[src/rtl/core/kdct_pkg.sv]
// kdct_pkg: shared types, constants and the byte-wide CRC-16 step for the
// keyed double CRC-16 tag block. No dependencies.
package kdct_pkg;

  localparam logic [15:0] CRC_INIT         = 16'hFFFF;
  localparam logic [15:0] CRC_POLY         = 16'hA001;
  localparam logic [63:0] SECRET_KEY_RESET = 64'hAABB_CCDD_EEFF_0001;
  localparam int unsigned SECRET_BYTES_DEF = 8;
  localparam int unsigned KEY_BYTES_MAX    = 8;
  localparam int unsigned KEY_IDX_W        = $clog2(KEY_BYTES_MAX);

  localparam logic OP_CHALLENGE = 1'b0;
  localparam logic OP_MAC       = 1'b1;

  typedef struct packed {
    logic       operation;
    logic [7:0] data_byte;
    logic       last_byte;
  } in_item_t;

  typedef struct packed {
    logic [15:0] tag;
    logic        tag_kind;
  } out_item_t;

  // Byte source for the CRC step
  typedef enum logic [2:0] {
    SRC_IN,
    SRC_ITEM,
    SRC_RESP_HI,
    SRC_RESP_LO,
    SRC_KEY,
    SRC_TAG_HI,
    SRC_TAG_LO
  } kdct_src_e;

  // Controller -> datapath commands
  typedef struct packed {
    kdct_src_e              src;
    logic                   step;      // run one CRC byte step
    logic                   start;     // seed the step from CRC_INIT
    logic                   capture;   // latch the input beat
    logic                   hold;      // save pre-tag CRC for the low byte
    logic                   clear;     // crc back to CRC_INIT
    logic                   load_out;  // load the result register
    logic                   store_resp;
    logic                   kind;
    logic [KEY_IDX_W-1:0]   key_idx;
  } kdct_cmd_t;

  // One reflected CRC-16 step over a byte, LSB first
  function automatic logic [15:0] crc16_byte(input logic [15:0] crc, input logic [7:0] b);
    logic [15:0] c;
    c = crc ^ {8'h00, b};
    for (int k = 0; k < 8; k++) begin
      if (c[0]) begin
        c = (c >> 1) ^ CRC_POLY;
      end else begin
        c = c >> 1;
      end
    end
    return c;
  endfunction

endpackage

[src/rtl/core/kdct_ctrl.sv]
// kdct_ctrl: sequencer for the keyed double CRC-16 tag block.
// Depends on kdct_pkg; drives kdct_datapath through kdct_cmd_t.
module kdct_ctrl import kdct_pkg::*; #(
  parameter int unsigned SECRET_BYTES = SECRET_BYTES_DEF
) (
  input  logic      clk_i,
  input  logic      rst_ni,
  input  logic      in_valid_i,
  input  logic      in_op_i,
  input  logic      in_last_i,
  output logic      in_stall_o,
  output logic      out_valid_o,
  input  logic      out_stall_i,
  output kdct_cmd_t cmd_o
);

  localparam logic [KEY_IDX_W-1:0] KEY_LAST = KEY_IDX_W'(SECRET_BYTES - 1);

  typedef enum logic [3:0] {
    ST_IDLE,
    ST_RESP_HI,
    ST_RESP_LO,
    ST_KEY_PRE,
    ST_DATA,
    ST_KEY_POST,
    ST_TAG_HI,
    ST_TAG_LO,
    ST_EMIT
  } state_e;

  state_e               state_q, state_d;
  logic [KEY_IDX_W-1:0] cnt_q, cnt_d;
  logic                 op_q, op_d;
  logic                 last_q, last_d;
  logic                 in_msg_q, in_msg_d;
  logic                 out_valid_q, out_valid_d;
  logic                 accept;

  assign accept      = in_valid_i && (state_q == ST_IDLE);
  assign in_stall_o  = (state_q != ST_IDLE);
  assign out_valid_o = out_valid_q;

  always_comb begin
    state_d     = state_q;
    cnt_d       = cnt_q;
    op_d        = op_q;
    last_d      = last_q;
    in_msg_d    = in_msg_q;
    out_valid_d = out_valid_q && out_stall_i;

    cmd_o            = '0;
    cmd_o.src        = SRC_IN;
    cmd_o.kind       = op_q;
    cmd_o.key_idx    = cnt_q;

    unique case (state_q)
      ST_IDLE: begin
        if (accept) begin
          op_d          = in_op_i;
          last_d        = in_last_i;
          cmd_o.capture = 1'b1;
          if (!in_msg_q && (in_op_i == OP_MAC)) begin
            state_d = ST_RESP_HI;
          end else begin
            cmd_o.step  = 1'b1;
            cmd_o.start = !in_msg_q;
            in_msg_d    = 1'b1;
            if (in_last_i) begin
              cnt_d   = '0;
              state_d = (in_op_i == OP_CHALLENGE) ? ST_KEY_POST : ST_TAG_HI;
            end
          end
        end
      end
      ST_RESP_HI: begin
        cmd_o.step  = 1'b1;
        cmd_o.start = 1'b1;
        cmd_o.src   = SRC_RESP_HI;
        state_d     = ST_RESP_LO;
      end
      ST_RESP_LO: begin
        cmd_o.step = 1'b1;
        cmd_o.src  = SRC_RESP_LO;
        cnt_d      = '0;
        state_d    = ST_KEY_PRE;
      end
      ST_KEY_PRE: begin
        cmd_o.step = 1'b1;
        cmd_o.src  = SRC_KEY;
        if (cnt_q == KEY_LAST) begin
          state_d = ST_DATA;
        end else begin
          cnt_d = cnt_q + 1'b1;
        end
      end
      ST_DATA: begin
        cmd_o.step = 1'b1;
        cmd_o.src  = SRC_ITEM;
        in_msg_d   = 1'b1;
        if (last_q) begin
          cnt_d   = '0;
          state_d = (op_q == OP_CHALLENGE) ? ST_KEY_POST : ST_TAG_HI;
        end else begin
          state_d = ST_IDLE;
        end
      end
      ST_KEY_POST: begin
        cmd_o.step = 1'b1;
        cmd_o.src  = SRC_KEY;
        if (cnt_q == KEY_LAST) begin
          state_d = ST_TAG_HI;
        end else begin
          cnt_d = cnt_q + 1'b1;
        end
      end
      ST_TAG_HI: begin
        cmd_o.step  = 1'b1;
        cmd_o.start = 1'b1;
        cmd_o.hold  = 1'b1;
        cmd_o.src   = SRC_TAG_HI;
        state_d     = ST_TAG_LO;
      end
      ST_TAG_LO: begin
        cmd_o.step = 1'b1;
        cmd_o.src  = SRC_TAG_LO;
        state_d    = ST_EMIT;
      end
      ST_EMIT: begin
        if (!out_valid_q || !out_stall_i) begin
          cmd_o.load_out   = 1'b1;
          cmd_o.store_resp = (op_q == OP_CHALLENGE);
          cmd_o.clear      = 1'b1;
          in_msg_d         = 1'b0;
          out_valid_d      = 1'b1;
          state_d          = ST_IDLE;
        end
      end
      default: begin
        state_d = ST_IDLE;
      end
    endcase
  end

  always_ff @(posedge clk_i or negedge rst_ni) begin
    if (!rst_ni) begin
      state_q     <= ST_IDLE;
      cnt_q       <= '0;
      op_q        <= 1'b0;
      last_q      <= 1'b0;
      in_msg_q    <= 1'b0;
      out_valid_q <= 1'b0;
    end else begin
      state_q     <= state_d;
      cnt_q       <= cnt_d;
      op_q        <= op_d;
      last_q      <= last_d;
      in_msg_q    <= in_msg_d;
      out_valid_q <= out_valid_d;
    end
  end

endmodule

[src/rtl/core/kdct_datapath.sv]
// kdct_datapath: CRC register, byte mux, stored response, key and result
// registers. Depends on kdct_pkg; controlled by kdct_ctrl.
module kdct_datapath import kdct_pkg::*; (
  input  logic      clk_i,
  input  logic      rst_ni,
  input  kdct_cmd_t cmd_i,
  input  in_item_t  in_item_i,
  input  logic      cfg_we_i,
  input  logic [63:0] cfg_data_i,
  output out_item_t out_item_o
);

  logic [15:0] crc_q, crc_d;
  logic [15:0] resp_q;
  logic [15:0] hold_q;
  logic [63:0] key_q;
  logic [7:0]  item_byte_q;
  out_item_t   out_q;
  logic [15:0] seed;
  logic [7:0]  step_byte;
  logic [7:0]  key_byte;

  assign key_byte = key_q[8*(KEY_BYTES_MAX - 1 - int'(cmd_i.key_idx)) +: 8];
  assign seed     = cmd_i.start ? CRC_INIT : crc_q;

  always_comb begin
    case (cmd_i.src)
      SRC_IN:      step_byte = in_item_i.data_byte;
      SRC_ITEM:    step_byte = item_byte_q;
      SRC_RESP_HI: step_byte = resp_q[15:8];
      SRC_RESP_LO: step_byte = resp_q[7:0];
      SRC_KEY:     step_byte = key_byte;
      SRC_TAG_HI:  step_byte = crc_q[15:8];
      SRC_TAG_LO:  step_byte = hold_q[7:0];
      default:     step_byte = in_item_i.data_byte;
    endcase
  end

  always_comb begin
    if (cmd_i.clear) begin
      crc_d = CRC_INIT;
    end else if (cmd_i.step) begin
      crc_d = crc16_byte(seed, step_byte);
    end else begin
      crc_d = crc_q;
    end
  end

  always_ff @(posedge clk_i or negedge rst_ni) begin
    if (!rst_ni) begin
      crc_q  <= CRC_INIT;
      resp_q <= '0;
      key_q  <= SECRET_KEY_RESET;
    end else begin
      crc_q <= crc_d;
      if (cmd_i.store_resp) begin
        resp_q <= crc_q;
      end
      if (cfg_we_i) begin
        key_q <= cfg_data_i;
      end
    end
  end

  // payload registers, no reset
  always_ff @(posedge clk_i) begin
    if (cmd_i.capture) begin
      item_byte_q <= in_item_i.data_byte;
    end
    if (cmd_i.hold) begin
      hold_q <= crc_q;
    end
    if (cmd_i.load_out) begin
      out_q.tag      <= crc_q;
      out_q.tag_kind <= cmd_i.kind;
    end
  end

  assign out_item_o = out_q;

endmodule

[src/rtl/core/keyed_double_crc16_tag.sv]
// keyed_double_crc16_tag: top level of the keyed double CRC-16 tag block.
// Depends on kdct_pkg, kdct_ctrl and kdct_datapath.
//
// A non-final byte is stepped as it is accepted, except a byte that opens a MAC,
// which goes through accept, stored response and key prefix, then the byte. A final
// byte adds the key tail for a challenge, then the tag high and low steps and the result
// register load, held off under a stalled result; the result beat shows the cycle after.
// Throughput is set by the single byte-wide CRC unit: one byte per cycle while in_stall_o is low.
// Reset (async, active low): idle, no message open, CRC 0xFFFF, stored
// response 0, secret key 0xAABBCCDDEEFF0001, no result pending.
module keyed_double_crc16_tag import kdct_pkg::*; #(
  parameter int unsigned SECRET_BYTES = SECRET_BYTES_DEF
) (
  input  logic        clk_i,
  input  logic        rst_ni,
  // input beats: one message or nonce byte each
  input  logic        in_valid_i,
  output logic        in_stall_o,
  input  in_item_t    in_item_i,
  // result beats: one tag per finished nonce or message
  output logic        out_valid_o,
  input  logic        out_stall_i,
  output out_item_t   out_item_o,
  // secret key write
  input  logic        cfg_valid_i,
  output logic        cfg_ready_o,
  input  logic [63:0] cfg_data_i
);

  kdct_cmd_t cmd;

  // The user must issue key writes only while idle; the block does not enforce it, and the port never back-pressures.
  assign cfg_ready_o = 1'b1;

  // Controller: walks prefix, data, key tail and tag re-CRC one byte a cycle.
  kdct_ctrl #(
    .SECRET_BYTES (SECRET_BYTES)
  ) u_ctrl (
    .clk_i       (clk_i),
    .rst_ni      (rst_ni),
    .in_valid_i  (in_valid_i),
    .in_op_i     (in_item_i.operation),
    .in_last_i   (in_item_i.last_byte),
    .in_stall_o  (in_stall_o),
    .out_valid_o (out_valid_o),
    .out_stall_i (out_stall_i),
    .cmd_o       (cmd)
  );

  // Datapath: CRC register with a byte mux feeding one unrolled CRC step.
  kdct_datapath u_dp (
    .clk_i      (clk_i),
    .rst_ni     (rst_ni),
    .cmd_i      (cmd),
    .in_item_i  (in_item_i),
    .cfg_we_i   (cfg_valid_i && cfg_ready_o),
    .cfg_data_i (cfg_data_i),
    .out_item_o (out_item_o)
  );

endmodule

[config.mk]
export PLATFORM = sky130hd
export DESIGN_NAME = keyed_double_crc16_tag
export DESIGN_NICKNAME = d
export VERILOG_FILES = /design/src/rtl/core/kdct_pkg.sv /design/src/rtl/core/kdct_ctrl.sv /design/src/rtl/core/kdct_datapath.sv /design/src/rtl/core/keyed_double_crc16_tag.sv
export SDC_FILE = /design/constraint.sdc
export NUM_CORES = 1
export LEC_CHECK = 0
export ABC_AREA = 1
export BUFFER_PORTS_ARGS = -buffer_cell sky130_fd_sc_hd__clkbuf_2
export CAP_MARGIN = 5
export CORE_ASPECT_RATIO = 1.75
export CORE_MARGIN = 2
export CORE_UTILIZATION = 42
export CTS_CLUSTER_DIAMETER = 60
export CTS_CLUSTER_SIZE = 40
export DETAILED_ROUTE_END_ITERATION = 10
export PLACE_DENSITY = 0.63
export RECOVER_POWER = 100
export SYNTH_ARGS = -nofsm -noshare
export SYNTH_HDL_FRONTEND = slang
export SYNTH_SLANG_ARGS = --single-unit
[constraint.sdc]
create_clock -name clk_i -period 2.5 [get_ports clk_i]
set_clock_uncertainty 0.1 [all_clocks]
set_input_delay 0.25 -clock clk_i [delete_from_list [all_inputs] [get_ports clk_i]]
set_output_delay 0.25 -clock clk_i [all_outputs]
set_load 0.03 [all_outputs]
==> results of run 1 <==
metal layers:
layer | up-vias | wire, um | global-route usage, %
li1 | 3061 | - | -
met1 | 2999 | 7420 | 24.6
met2 | 192 | 11100 | 42.8
met3 | 62 | 757 | 4.34
met4 | 0 | 963 | 13.1
met5 | - | 0 | 0
sequential cells by signal, summed over array words and instances, names as in the netlist, 3 cells and up:
name and cells:
u_dp.item_byte_q 8, u_ctrl.cnt_q 3, u_dp.resp_q 16, u_dp.out_item_o 17, u_dp.crc_q 16, u_dp.hold_q 8
u_dp.key_q 64, u_ctrl.state_q 4
per-stage QoR:
stage	instances	setup WS [ns]
after floorplan	809	0.0793
after global placement	1112	-0.0410
after detailed placement	1112	-0.0541
after CTS	1220	0.00306
after global routing	1234	-0.171
final	1234	0.0317
final timing paths:
kind                                 endpoint               from  cells past startpoint  slack [ns]
setup / recovery                u_dp.crc_q[0]  u_ctrl.state_q[2]                     18        0.03
hold / removal              u_ctrl.state_q[1]         in_valid_i                      4        0.23
setup reg to reg                u_dp.crc_q[0]  u_ctrl.state_q[2]                     18        0.03
hold reg to reg                u_dp.key_q[46]     u_dp.key_q[46]                      2        0.38
max in group asynchronous       u_dp.key_q[4]             rst_ni                      3        0.50
min in group asynchronous  u_ctrl.out_valid_o             rst_ni                      2        0.45
kinds of logic after synthesis:
family                   synth area share [%]
AND/OR/NAND/NOR                          25.3
flip-flops                               53.7
buffers and inverters                    7.61
AO/OA/AOI/OAI                            9.52
multiplexers                             3.08
XOR/XNOR                                0.378
adder cells (fa/ha/maj)                 0.360
other                                  0.0539
layout make-up:
cell class / count / area, um^2
sequential: 140 / 3740
fill: 1497 / 6760
timing repair buffer: 232 / 1730
clock inverter: 12 / 121
clock buffer: 20 / 489
inverter: 100 / 383
multi-input combinational: 538 / 2840
tap: 192 / 240
cell usage in the layout, fill, tap and decap left out, types with 10 or more instances in the layout:
cell type and n:
clkbuf_16 19, a21oi_1 14, nand2_1 194, clkbuf_2 72
dfrtp_1 53, nand2_2 37, clkbuf_1 28, nand3_1 89
o21ai_0 85, edfxtp_1 33, buf_4 47, nor2_1 31
mux2_2 19, dlygate4sd3_1 76, inv_1 86, dfstp_1 10
dfstp_2 41
power by group through the flow:
stage	Combinational [uW]	Clock, uW	Sequential, uW
finish	6600	2580	3480
global route	7300	2720	3520
CTS	5820	2630	3480
detailed placement	5670	0	3520
global placement	5610	0	3520
floorplan	3810	0	3340
repair_timing:
| action | in CTS | in global routing |
|---|---|---|
| buffers inserted | 0 | 14 |
| hold endpoints to repair | 99 | 0 |
| hold buffers | 76 | 0 |
| resized for setup | 3 | 49 |
| setup endpoints to repair | 3 | 5 |
| pin swaps | 1 | 25 |
critical path, stage by stage (launching register included):
cell	delay [ns]
dfrtp_2	0.44
nor2_2	0.20
nand3_1	0.19
nand2_4	0.17
nand3_1	0.14
nand2_1	0.15
nand2_1	0.09
nand2_1	0.08
nand2_2	0.08
nand2_1	0.07
nand2_1	0.07
nand2_1	0.07
nand2_1	0.07
nand2_2	0.08
nand3_1	0.11
nand3_1	0.11
nand3_1	0.08
nand2_1	0.07
inv_1	0.03
==> flow_summary.rst, run 1 <==
.. list-table::
   :header-rows: 1

   * - Metric
     - Value
   * - Status
     - finished clean
   * - Portion of total power attributed to sequential cells
     - 27.5%
   * - DR vias/cell
     - 5.12
   * - Finished Cell Area
     - 0.00954 mm^2
   * - Post-detailed-placement cell area
     - 0.00796 mm^2
   * - Mapped Nets
     - 890
   * - Total negative setup slack
     - 0 ns
   * - Number of endpoints failing setup at the final stage
     - 0
   * - Maximum fanout along the worst path
     - 9
   * - Area growth, synth to finish
     - 37.1%
   * - Root buffer cell
     - clkbuf_16
   * - Total number of vias
     - 6,314
   * - CTS tree
     - yes
   * - Cell type contributing the most total cell area after synthesis
     - dfrtp_1
   * - Starting DRC count in detailed routing
     - 298
   * - Die footprint
     - 0.0176 mm^2
   * - Time the worst path needs with I/O delays and setup
     - 2.47 ns
   * - Category of the worst setup path launch point
     - flip-flop
   * - Clock insertion delay at the later pin of the skew report
     - 0.43 ns
   * - Share of post-route cells with drive strength above 1
     - 29.8%
   * - Vias in the first global route
     - 6,346
   * - Post-synthesis cell area
     - 0.00695 mm^2
   * - Max VDD drop
     - 1.13 mV
   * - Library cells used by synthesis
     - 41
   * - Number of instances in the synthesized netlist
     - 809
   * - Total clock sinks
     - 140
   * - Clock-pin slew reported for the worst setup and hold paths after clock tree synthesis
     - 0.06 ns
   * - Die height
     - 174 um
   * - Final Net Count
     - 1,110
   * - Sequential share of the synthesized area
     - 53.7%
   * - Worst Hold Class
     - input pin to flip-flop
   * - Fin. max-slew vios
     - 0
   * - Total routing usage reported by global routing
     - 23.5%
   * - Top area cells in the synthesized netlist
     - dfrtp_1 20%, dfstp_2 19%, edfxtp_1 14%
   * - Effective utilization at floorplan
     - 42.7%
   * - Leakage power summed over all cells
     - 0.00445 uW
   * - H-tree lvl count
     - 4
   * - Unrepaired setup endpoints after global routing
     - true
   * - Post-detailed-route count of antenna-violating nets
     - 0
   * - Required time at the endpoint of the critical path
     - 2.77 ns
   * - Worst Path Class, Setup
     - flip-flop to flip-flop
   * - Tot Pwr
     - 12,700 uW
   * - Cell-internal power
     - 7270 uW
   * - Hold violation count in the final report
     - 0
   * - Highest achievable clock rate
     - 405 MHz
   * - Final core utilization
     - 58.5%
   * - Most frequently used cell type in the post-synthesis netlist
     - nand2_1
   * - Count of buffers inserted at the top-level ports
     - 97
   * - Number of enable-type register cells in the synthesized netlist
     - 33
   * - Routed wire length
     - 20,200 um
   * - Critical Path End Type
     - flip-flop
   * - HPWL after detailed placement
     - 14,300 um
   * - Weighted congestion reported at the end of routability-driven placement
     - 0.892
   * - Share of power burned in the clock network
     - 20.4%
   * - Cts bufs inserted
     - 17
   * - Tightest Pin Transition
     - 1.45 ns
   * - Ratio of final minimum period to clock period
     - 98.7%
   * - Total overflow reported by the global router
     - 0
   * - Maximum number of pins on one net before global-route repair
     - 55
   * - Final routed wire length divided by cell count
     - 16.4 um
   * - Avg Inst Size Synth
     - 8.59 um^2
   * - Fraction of registers with async set/reset
     - 76.4%
   * - Std-Cell Core Area
     - 0.0163 mm^2
   * - Net switching power of the design
     - 5390 uW
   * - Combinational cell fraction of total power
     - 52.2%
   * - Wire length of the first global-routing pass
     - 31,400 um
   * - Top post-synthesis cells by count
     - 222 x nand2_1, 91 x nand3_1, 87 x inv_1
   * - Commonest register cell after synthesis
     - dfrtp_1
   * - Number of DRC violations after detailed routing
     - 0
   * - First-pass detailed-route iteration total
     - 5
   * - Total power per unit cell area
     - 1330 mW/mm^2
   * - Sw Share
     - 42.6%
   * - Antenna cell count
     - 0
   * - Number of buffers on the longest clock path
     - 2
   * - Die X-Extent
     - 101 um
   * - Synth Register Bits
     - 140
   * - Placement row count
     - 62
   * - Count of maximum capacitance violations
     - 0
   * - Share of the synthesized area in the top cell type
     - 20.2%
   * - Headroom to the max-slew limit
     - 3.18%
   * - Boundary Pins
     - 99
   * - Number of warnings issued by yosys
     - 0
   * - Initial antenna violation count
     - 0
   * - Arr. time, crit path
     - 2.74 ns
   * - Worst hold-check slack
     - 0.227 ns
Power figures use the tool's default switching activity.
==> inputs of run 2 (changes only) <==
--- a/config.mk
+++ b/config.mk
@@ -14,8 +14,10 @@
 export CTS_CLUSTER_DIAMETER = 60
 export CTS_CLUSTER_SIZE = 40
 export DETAILED_ROUTE_END_ITERATION = 10
+export GPL_TIMING_DRIVEN = 0
 export PLACE_DENSITY = 0.63
 export RECOVER_POWER = 100
 export SYNTH_ARGS = -nofsm -noshare
 export SYNTH_HDL_FRONTEND = slang
+export SYNTH_HIERARCHICAL = 1
 export SYNTH_SLANG_ARGS = --single-unit
==> flow_summary.rst, run 2 <==
.. list-table::
   :header-rows: 1

   * - Metric
     - Value
   * - Crit path to
     - u_dp/crc_q[14] (was u_dp.crc_q[0])
   * - R2R Setup Slk
     - -0.36 ns (was 0.03 ns)
   * - Boundary Pins
     - 99 (unchanged)
   * - Arr. time, crit path
     - 3.12 ns (was 2.74 ns)
   * - Share of the synthesized area in the top cell type
     - 19.8% (was 20.2%)
   * - HPWL after detailed placement
     - 14,700 um (was 14,300 um)
   * - PnR worst setup slack
     - -0.365 ns (was 0.0317 ns)
   * - Number of cells on the worst reg-to-reg path
     - 22 (was 18)
   * - Tot Pwr
     - 16,100 uW (was 12,700 uW)
   * - Fraction of registers with async set/reset
     - 76.4% (unchanged)
   * - Endpoint of the most critical register-to-register path
     - u_dp/crc_q[14] (was u_dp.crc_q[0])
   * - Leakage power summed over all cells
     - 0.00472 uW (was 0.00445 uW)
   * - Total overflow reported by the global router
     - 0 (unchanged)
   * - Clock insertion delay at the later pin of the skew report
     - 0.42 ns (was 0.43 ns)
   * - Final routed wire length divided by cell count
     - 16.9 um (was 16.4 um)
   * - Finished Cell Area
     - 0.0101 mm^2 (was 0.00954 mm^2)
   * - Maximum fanout along the worst path
     - 7 (was 9)
   * - Flip-flop count of the largest register, all copies and words added
     - 64 (unchanged)
   * - Top post-synthesis cells by count
     - 232 x nand2_1, 100 x inv_1, 98 x nand3_1 (was 222 x nand2_1, 91 x nand3_1, 87 x inv_1)
   * - Routed wire length
     - 22,300 um (was 20,200 um)
   * - Synth Register Bits
     - 140 (unchanged)
   * - Cell type contributing the most total cell area after synthesis
     - dfrtp_1 (unchanged)
   * - Critical Path End Type
     - flip-flop (unchanged)
   * - CTS tree
     - yes (unchanged)
   * - Die X-Extent
     - 102 um (was 101 um)
   * - DR vias/cell
     - 5.04 (was 5.12)
   * - Count of maximum capacitance violations
     - 0 (unchanged)
   * - Std-Cell Core Area
     - 0.0164 mm^2 (was 0.0163 mm^2)
   * - Maximum number of pins on one net before global-route repair
     - 108 (was 55)
   * - Launch point of the worst reg-to-reg path
     - u_ctrl/state_q[2] (was u_ctrl.state_q[2])
   * - Tightest Pin Transition
     - 0.890 ns (was 1.45 ns)
   * - Most frequently used cell type in the post-synthesis netlist
     - nand2_1 (unchanged)
   * - Ratio of final minimum period to clock period
     - 115% (was 98.7%)
   * - Library cells used by synthesis
     - 41 (unchanged)
   * - Hold violation count in the final report
     - 0 (unchanged)
   * - Post-synthesis cell area
     - 0.00708 mm^2 (was 0.00695 mm^2)
   * - Count of buffers inserted at the top-level ports
     - 96 (was 97)
   * - Launch point of the worst hold path
     - in_item_i[9] (was in_valid_i)
   * - Number of endpoints failing setup at the final stage
     - 15 (was 0)
   * - Leading cell type in the layout, fill and taps excluded
     - nand2_1 (unchanged)
   * - Total clock sinks
     - 140 (unchanged)
   * - Number of warnings issued by yosys
     - 6 (was 0)
   * - H-tree lvl count
     - 4 (unchanged)
   * - Total number of vias
     - 6,662 (was 6,314)
   * - Category of the worst setup path launch point
     - flip-flop (unchanged)
   * - Mapped Nets
     - 925 (was 890)
   * - Vias in the first global route
     - 6,783 (was 6,346)
   * - Number of DRC violations after detailed routing
     - 0 (unchanged)
   * - First-pass detailed-route iteration total
     - 5 (unchanged)
   * - Die height
     - 176 um (was 174 um)
   * - Headroom to the max-slew limit
     - 40.7% (was 3.18%)
   * - Worst setup path startpoint
     - u_ctrl/state_q[2] (was u_ctrl.state_q[2])
   * - Sequential share of the synthesized area
     - 52.7% (was 53.7%)
   * - Top library cells by usage in the layout, fill and taps aside
     - 187 x nand2_1, 92 x inv_1, 91 x clkbuf_2 (was 194 x nand2_1, 89 x nand3_1, 86 x inv_1)
   * - Top area cells in the synthesized netlist
     - dfrtp_1 20%, dfstp_2 19%, edfxtp_1 14% (unchanged)
   * - Commonest register cell after synthesis
     - dfrtp_1 (unchanged)
   * - Worst Hold Class
     - input pin to flip-flop (unchanged)
   * - Root buffer cell
     - clkbuf_16 (unchanged)
   * - Initial antenna violation count
     - 0 (unchanged)
   * - Wire length of the first global-routing pass
     - 33,800 um (was 31,400 um)
   * - Weighted congestion reported at the end of routability-driven placement
     - 0.888 (was 0.892)
   * - Time the worst path needs with I/O delays and setup
     - 2.86 ns (was 2.47 ns)
   * - Required time at the endpoint of the critical path
     - 2.76 ns (was 2.77 ns)
   * - Total power per unit cell area
     - 1600 mW/mm^2 (was 1330 mW/mm^2)
   * - Starting DRC count in detailed routing
     - 321 (was 298)
   * - Antenna cell count
     - 0 (unchanged)
   * - Share of post-route cells with drive strength above 1
     - 35.8% (was 29.8%)
   * - Final Net Count
     - 1,165 (was 1,110)
   * - Effective utilization at floorplan
     - 43.1% (was 42.7%)
   * - Unrepaired setup endpoints after global routing
     - true (unchanged)
   * - Post-detailed-route count of antenna-violating nets
     - 0 (unchanged)
   * - Number of instances in the synthesized netlist
     - 844 (was 809)
   * - Highest achievable clock rate
     - 349 MHz (was 405 MHz)
   * - Number of enable-type register cells in the synthesized netlist
     - 33 (unchanged)
   * - Placement row count
     - 62 (unchanged)
   * - Post-detailed-placement cell area
     - 0.00790 mm^2 (was 0.00796 mm^2)
   * - Max VDD drop
     - 1.63 mV (was 1.13 mV)
   * - Die footprint
     - 0.0180 mm^2 (was 0.0176 mm^2)
   * - Fin. max-slew vios
     - 0 (unchanged)
   * - Total routing usage reported by global routing
     - 25.1% (was 23.5%)
   * - Clock-pin slew reported for the worst setup and hold paths after clock tree synthesis
     - 0.06 ns (about the same)
   * - Avg Inst Size Synth
     - 8.39 um^2 (was 8.59 um^2)
   * - Worst Path Class, Setup
     - flip-flop to flip-flop (unchanged)
   * - Cts bufs inserted
     - 17 (unchanged)
   * - Area growth, synth to finish
     - 42.0% (was 37.1%)
   * - Number of buffers on the longest clock path
     - 2 (unchanged)
   * - Violated checks
     - setup timing
   * - Status
     - finished with violations (was finished clean)
   * - Largest register by flop count
     - u_dp/key_q (was u_dp.key_q)
==> run 2: changes by cell type after synthesis, moves of 6 or more <==
| cell | change |
|---|---|
| o21ai_0 | -15 |
| nor2_1 | +14 |
| inv_1 | +13 |
| nand2_1 | +10 |
| nand4_1 | +9 |
| a21oi_1 | +7 |
| nand3_1 | +7 |
| o22ai_1 | -6 |
==> run 2: timing repair <==
action,4_1_cts,5_1_grt
setup endpoints to repair,24,14
gates resized for setup,78,53
hold buffers,73,1
pin swaps,48,55
cloned,1,0
endpoints found under the hold margin,128,1
setup buffers,43,9
==> run 2: how the worst min path moves through the flow <==
stage / depth (start not counted) / end
3_5_place_dp: 1 / u_ctrl/last_q
4_1_cts: 2 / u_dp/key_q[63]
3_3_place_gp: 1 / u_dp/item_byte_q[1]
5_1_grt: 3 / u_ctrl/last_q
6_report: 3 / u_ctrl/op_q
2_1_floorplan: 0 / u_ctrl/cnt_q[0]
==> run 2: stage by stage <==
step	hold WS, ns	instances	worst slack, ns	util (%)	TNS [ns]
after floorplan	-0.146	844	-0.0445	-	-0.0485
after global placement	0.340	1164	-0.886	48.0	-39.52
after detailed placement	0.327	1164	-0.899	48.1	-12.79
after CTS	0.00197	1313	-0.321	59.8	-1.55
after global routing	0.0726	1321	-0.530	61.2	-4.09
final	0.0715	1321	-0.365	61.2	-2.39
==> run 2: final cells by class <==
type,instances,area [um^2]
plain buffers,33,190
clock buffers,20,437
clock inverters,12,161
fillers,1423,6390
inverters,108,425
multi-input cells,563,3170
flip-flops and latches,140,3740
well taps,224,280
repair buffers,221,1660
==> run 2: metal layers <==
metal	vias up	global-route usage, %	part of all wire (%)
li1	3215	-	-
met1	3159	26.0	36
met2	218	46.9	55
met3	70	4.42	4.0
met4	0	12.3	5.1
met5	-	0	0
==> run 2: report_power, final <==
part | switching (uW) | internal (uW)
sequential | 374 | 3050
combinational | 6010 | 4120
clock | 996 | 1580
==> run 2: worst max-delay path: stages, from the launching register on <==
cell and delay [ns]:
dfrtp_2 0.46, nor2_4 0.22, nand3_4 0.11, o21ai_4 0.10
inv_4 0.08, buf_4 0.15, nand2_4 0.08, o211ai_4 0.15
buf_6 0.18, nand2_2 0.06, nor2_1 0.03, nand2_1 0.11
nand2_2 0.08, nand2_2 0.06, nand2_2 0.08, nand2_1 0.10
nand3_2 0.10, nand2_4 0.11, inv_2 0.05, nand2_4 0.07
nand2_4 0.07, buf_4 0.14, a21oi_2 0.10
==> run 2: cell families after synthesis <==
| kind of cell | synth area share, % |
|---|---|
| AO/OA/AOI/OAI | 9.12 |
| XOR/XNOR | 0.477 |
| adder cells (fa/ha/maj) | 0.353 |
| buffers and inverters | 8.18 |
| flip-flops | 52.7 |
| multiplexers | 3.18 |
| other | 0.0529 |
| AND/OR/NAND/NOR | 25.9 |
==> inputs of run 3 (changes only) <==
--- a/config.mk
+++ b/config.mk
@@ -14,7 +14,6 @@
 export CTS_CLUSTER_DIAMETER = 60
 export CTS_CLUSTER_SIZE = 40
 export DETAILED_ROUTE_END_ITERATION = 10
-export GPL_TIMING_DRIVEN = 0
 export PLACE_DENSITY = 0.63
 export RECOVER_POWER = 100
 export SYNTH_ARGS = -nofsm -noshare
==> flow_summary.rst, run 3 (synthesis results as in run 2) <==
.. list-table::
   :header-rows: 1

   * - Metric
     - Value
   * - Count of buffers inserted at the top-level ports
     - 97 (was 96)
   * - Final Non-Filler Cells
     - 1,357 (was 1,321)
   * - HPWL after detailed placement
     - 14,600 um (was 14,700 um)
   * - Leakage power summed over all cells
     - 0.00489 uW (was 0.00472 uW)
   * - Share of post-route cells with drive strength above 1
     - 36.5% (was 35.8%)
   * - Headroom to the max-slew limit
     - -32.2% (was 40.7%)
   * - Boundary Pins
     - 99 (unchanged)
   * - Total routing usage reported by global routing
     - 24.8% (was 25.1%)
   * - Arr. time, crit path
     - 3.09 ns (was 3.12 ns)
   * - Number of cells in the design after placement
     - 1,213 (was 1,164)
   * - Post-detailed-route count of antenna-violating nets
     - 0 (unchanged)
   * - Final routed wire length divided by cell count
     - 16.2 um (was 16.9 um)
   * - PnR worst setup slack
     - -0.336 ns (was -0.365 ns)
   * - Post-detailed-placement cell area
     - 0.00844 mm^2 (was 0.00790 mm^2)
   * - Clock insertion delay at the later pin of the skew report
     - 0.42 ns (about the same)
   * - Sw Share
     - 44.5% (was 45.7%)
   * - Family of cells with the greatest summed delay on the critical path
     - simple AND/OR/NAND/NOR gates (unchanged)
   * - Hold violation count in the final report
     - 0 (unchanged)
   * - Highest achievable clock rate
     - 353 MHz (was 349 MHz)
   * - Pre-CTS setup slack
     - -0.439 ns (was -0.899 ns)
   * - Total power per unit cell area
     - 1570 mW/mm^2 (was 1600 mW/mm^2)
   * - Cell-internal power
     - 9150 uW (was 8750 uW)
   * - Die X-Extent
     - 102 um (unchanged)
   * - Placement row count
     - 62 (unchanged)
   * - Violated checks
     - capacitance limit, slew limit, setup timing (was setup timing)
   * - Critical-path top delay cell
     - dfrtp_1 (was dfrtp_2)
   * - Unrepaired setup endpoints after global routing
     - true (unchanged)
   * - Weighted congestion reported at the end of routability-driven placement
     - 0.928 (was 0.888)
   * - Cell seen most often among critical-path stages
     - nand2_1
   * - Met3 usage
     - 3.46% (was 4.42%)
   * - Combinational cell fraction of total power
     - 64.0% (was 62.8%)
   * - Root buffer cell
     - clkbuf_16 (unchanged)
   * - Ratio of final minimum period to clock period
     - 113% (was 115%)
   * - Area growth, synth to finish
     - 47.9% (was 42.0%)
   * - Count of maximum capacitance violations
     - 1 (was 0)
   * - Most Used Layer, Global Route
     - met2 (unchanged)
   * - Worst Hold Class
     - input pin to flip-flop (unchanged)
   * - Die footprint
     - 0.0180 mm^2 (unchanged)
   * - Share of power burned in the clock network
     - 15.2% (was 16.0%)
   * - Met2 layer usage reported by global route
     - 44.7% (was 46.9%)
   * - Largest register by flop count
     - u_dp/key_q (unchanged)
   * - Maximum fanout along the worst path
     - 7 (unchanged)
   * - Top library cells by usage in the layout, fill and taps aside
     - 193 x nand2_1, 90 x inv_1, 84 x buf_4 (was 187 x nand2_1, 92 x inv_1, 91 x clkbuf_2)
   * - Critical path, cell by cell
     - nand2_2 -> inv_2 -> nand2_4 -> o21ai_2 -> buf_6 -> buf_4 -> buf_4 -> nor2_2 -> buf_6 -> nand3_1 -> nand2_1 -> nand3_1 -> nand2_4 -> nand2_1 -> nand2_2 -> nand2_1 -> nand2_1 -> nand2_2 -> nand2_4 -> nand2_1 -> nand3_1 -> nand3_1 -> nand2_1 (was nor2_4 -> nand3_4 -> o21ai_4 -> inv_4 -> buf_4 -> nand2_4 -> o211ai_4 -> buf_6 -> nand2_2 -> nor2_1 -> nand2_1 -> nand2_2 -> nand2_2 -> nand2_2 -> nand2_1 -> nand3_2 -> nand2_4 -> inv_2 -> nand2_4 -> nand2_4 -> buf_4 -> a21oi_2)
   * - Worst Path Class, Setup
     - flip-flop to flip-flop (unchanged)
   * - First-pass detailed-route iteration total
     - 5 (unchanged)
   * - Fin. max-slew vios
     - 119 (was 0)
   * - CTS tree
     - yes (unchanged)
   * - Routed wire length
     - 22,100 um (was 22,300 um)
   * - Starting DRC count in detailed routing
     - 307 (was 321)
   * - Tightest Pin Transition
     - 1.98 ns (was 0.890 ns)
   * - Highest cell delay on the worst timing path
     - 0.44 ns (was 0.46 ns)
   * - Finished Cell Area
     - 0.0105 mm^2 (was 0.0101 mm^2)
   * - Std-Cell Core Area
     - 0.0164 mm^2 (unchanged)
   * - Number of buffers on the longest clock path
     - 2 (unchanged)
   * - Status
     - finished with violations (unchanged)
   * - Final Net Count
     - 1,201 (was 1,165)
   * - Required time at the endpoint of the critical path
     - 2.76 ns (about the same)
   * - Time the worst path needs with I/O delays and setup
     - 2.84 ns (was 2.86 ns)
   * - Cts bufs inserted
     - 17 (unchanged)
   * - DR vias/cell
     - 5.03 (was 5.04)
   * - Portion of total power attributed to sequential cells
     - 20.8% (was 21.2%)
   * - Wire length of the first global-routing pass
     - 34,000 um (was 33,800 um)
   * - Initial antenna violation count
     - 0 (unchanged)
   * - Antenna cell count
     - 0 (unchanged)
   * - Vias in the first global route
     - 6,895 (was 6,783)
   * - Effective utilization at floorplan
     - 43.1% (unchanged)
   * - Buffers and inverters on the worst path
     - 5 (unchanged)
   * - Net switching power of the design
     - 7330 uW (was 7380 uW)
   * - Total number of vias
     - 6,824 (was 6,662)
   * - Critical Path End Type
     - flip-flop (unchanged)
   * - Flip-flop count of the largest register, all copies and words added
     - 64 (unchanged)
   * - Maximum number of pins on one net before global-route repair
     - 119 (was 108)
   * - Leading cell type in the layout, fill and taps excluded
     - nand2_1 (unchanged)
   * - Number of DRC violations after detailed routing
     - 0 (unchanged)
   * - GR Layer Usage met1
     - 26.8% (was 26.0%)
   * - Max VDD drop
     - 1.46 mV (was 1.63 mV)
   * - Clock-pin slew reported for the worst setup and hold paths after clock tree synthesis
     - 0.06 ns (about the same)
   * - Category of the worst setup path launch point
     - flip-flop (unchanged)
   * - Total overflow reported by the global router
     - 0 (unchanged)
   * - Total clock sinks
     - 140 (unchanged)
   * - Die height
     - 176 um (unchanged)
   * - Number of endpoints failing setup at the final stage
     - 9 (was 15)
   * - H-tree lvl count
     - 4 (unchanged)
-- run 3: changes by cell type in the layout (fill, tap and decap cells not counted), moves of 6 or more --
cell      before  now
buf_4         46   84
buf_6         13   21
nor2_1        43   35
clkbuf_2      91   74
dfstp_1        3   11
nor2_2         5   11
nand2_1      187  193
dfstp_2       48   40
-- run 3: layout make-up --
type	instances	area, um^2
Clock buffer	19	454
Clock inverter	13	128
Timing Repair Buffer	289	2230
Fill cell	1403	5970
Multi-Input combinational cell	564	3210
Sequential cell	140	3730
Inverter	108	437
Tap cell	224	280
-- run 3: metrics by stage --
stage / power, uW / setup TNS, ns / util [%] / hold slack [ns]
after global placement: 11000 / -1.74 / 51.3 / 0.185
after global routing: 17600 / -3.10 / 63.7 / 0.0991
after floorplan: 8130 / -0.0485 / - / -0.146
after CTS: 15100 / -1.20 / 62.2 / 0.0696
final: 16500 / -1.40 / 63.7 / 0.0812
after detailed placement: 11100 / -2.25 / 51.3 / 0.190
-- run 3: worst reg2reg max path, cell delays in order (launching register included) --
cell and delay [ns]:
dfrtp_1 0.44, nand2_2 0.15, inv_2 0.08, nand2_4 0.07, o21ai_2 0.06, buf_6 0.13
buf_4 0.13, buf_4 0.12, nor2_2 0.10, buf_6 0.13, nand3_1 0.13, nand2_1 0.16
nand3_1 0.15, nand2_4 0.12, nand2_1 0.07, nand2_2 0.07, nand2_1 0.05, nand2_1 0.07
nand2_2 0.09, nand2_4 0.10, nand2_1 0.06, nand3_1 0.07, nand3_1 0.07, nand2_1 0.06
-- run 3: path summary, 6_finish.rpt --
check	start	end	slack, ns	cells after the start
hold reg to reg	u_dp/key_q[48]	u_dp/key_q[48]	0.38	2
setup reg to reg	u_ctrl/state_q[1]	u_dp/crc_q[0]	-0.34	23
min in group asynchronous	rst_ni	u_ctrl/op_q	0.50	2
max in group asynchronous	rst_ni	u_dp/resp_q[5]	0.51	3
hold / removal	in_item_i[0]	u_ctrl/last_q	0.08	3
setup / recovery	u_ctrl/state_q[1]	u_dp/crc_q[0]	-0.34	23
-- run 3: routing by layer --
metal  share of wire, %  routed length, um
met3                4.2                930
met1                 36               7980
met5                  0                  0
met2                 54              11800
met4                6.0               1320
-- run 3: power groups by stage --
stage / registers [uW] / logic, uW / clock network [uW]
2_1_floorplan: 3340 / 4800 / 0
3_3_place_gp: 3450 / 7580 / 0
3_5_place_dp: 3460 / 7690 / 0
4_1_cts: 3440 / 9060 / 2550
5_1_grt: 3480 / 11400 / 2630
6_report: 3430 / 10600 / 2500
-- run 3: what timing repair did --
item,in CTS,in global routing
cloned,2,0
setup buffers,38,8
pin swaps,44,49
hold buffers,74,0
endpoints found under the hold margin,99,0
endpoints found under the setup margin,11,20
gates resized for setup,50,92
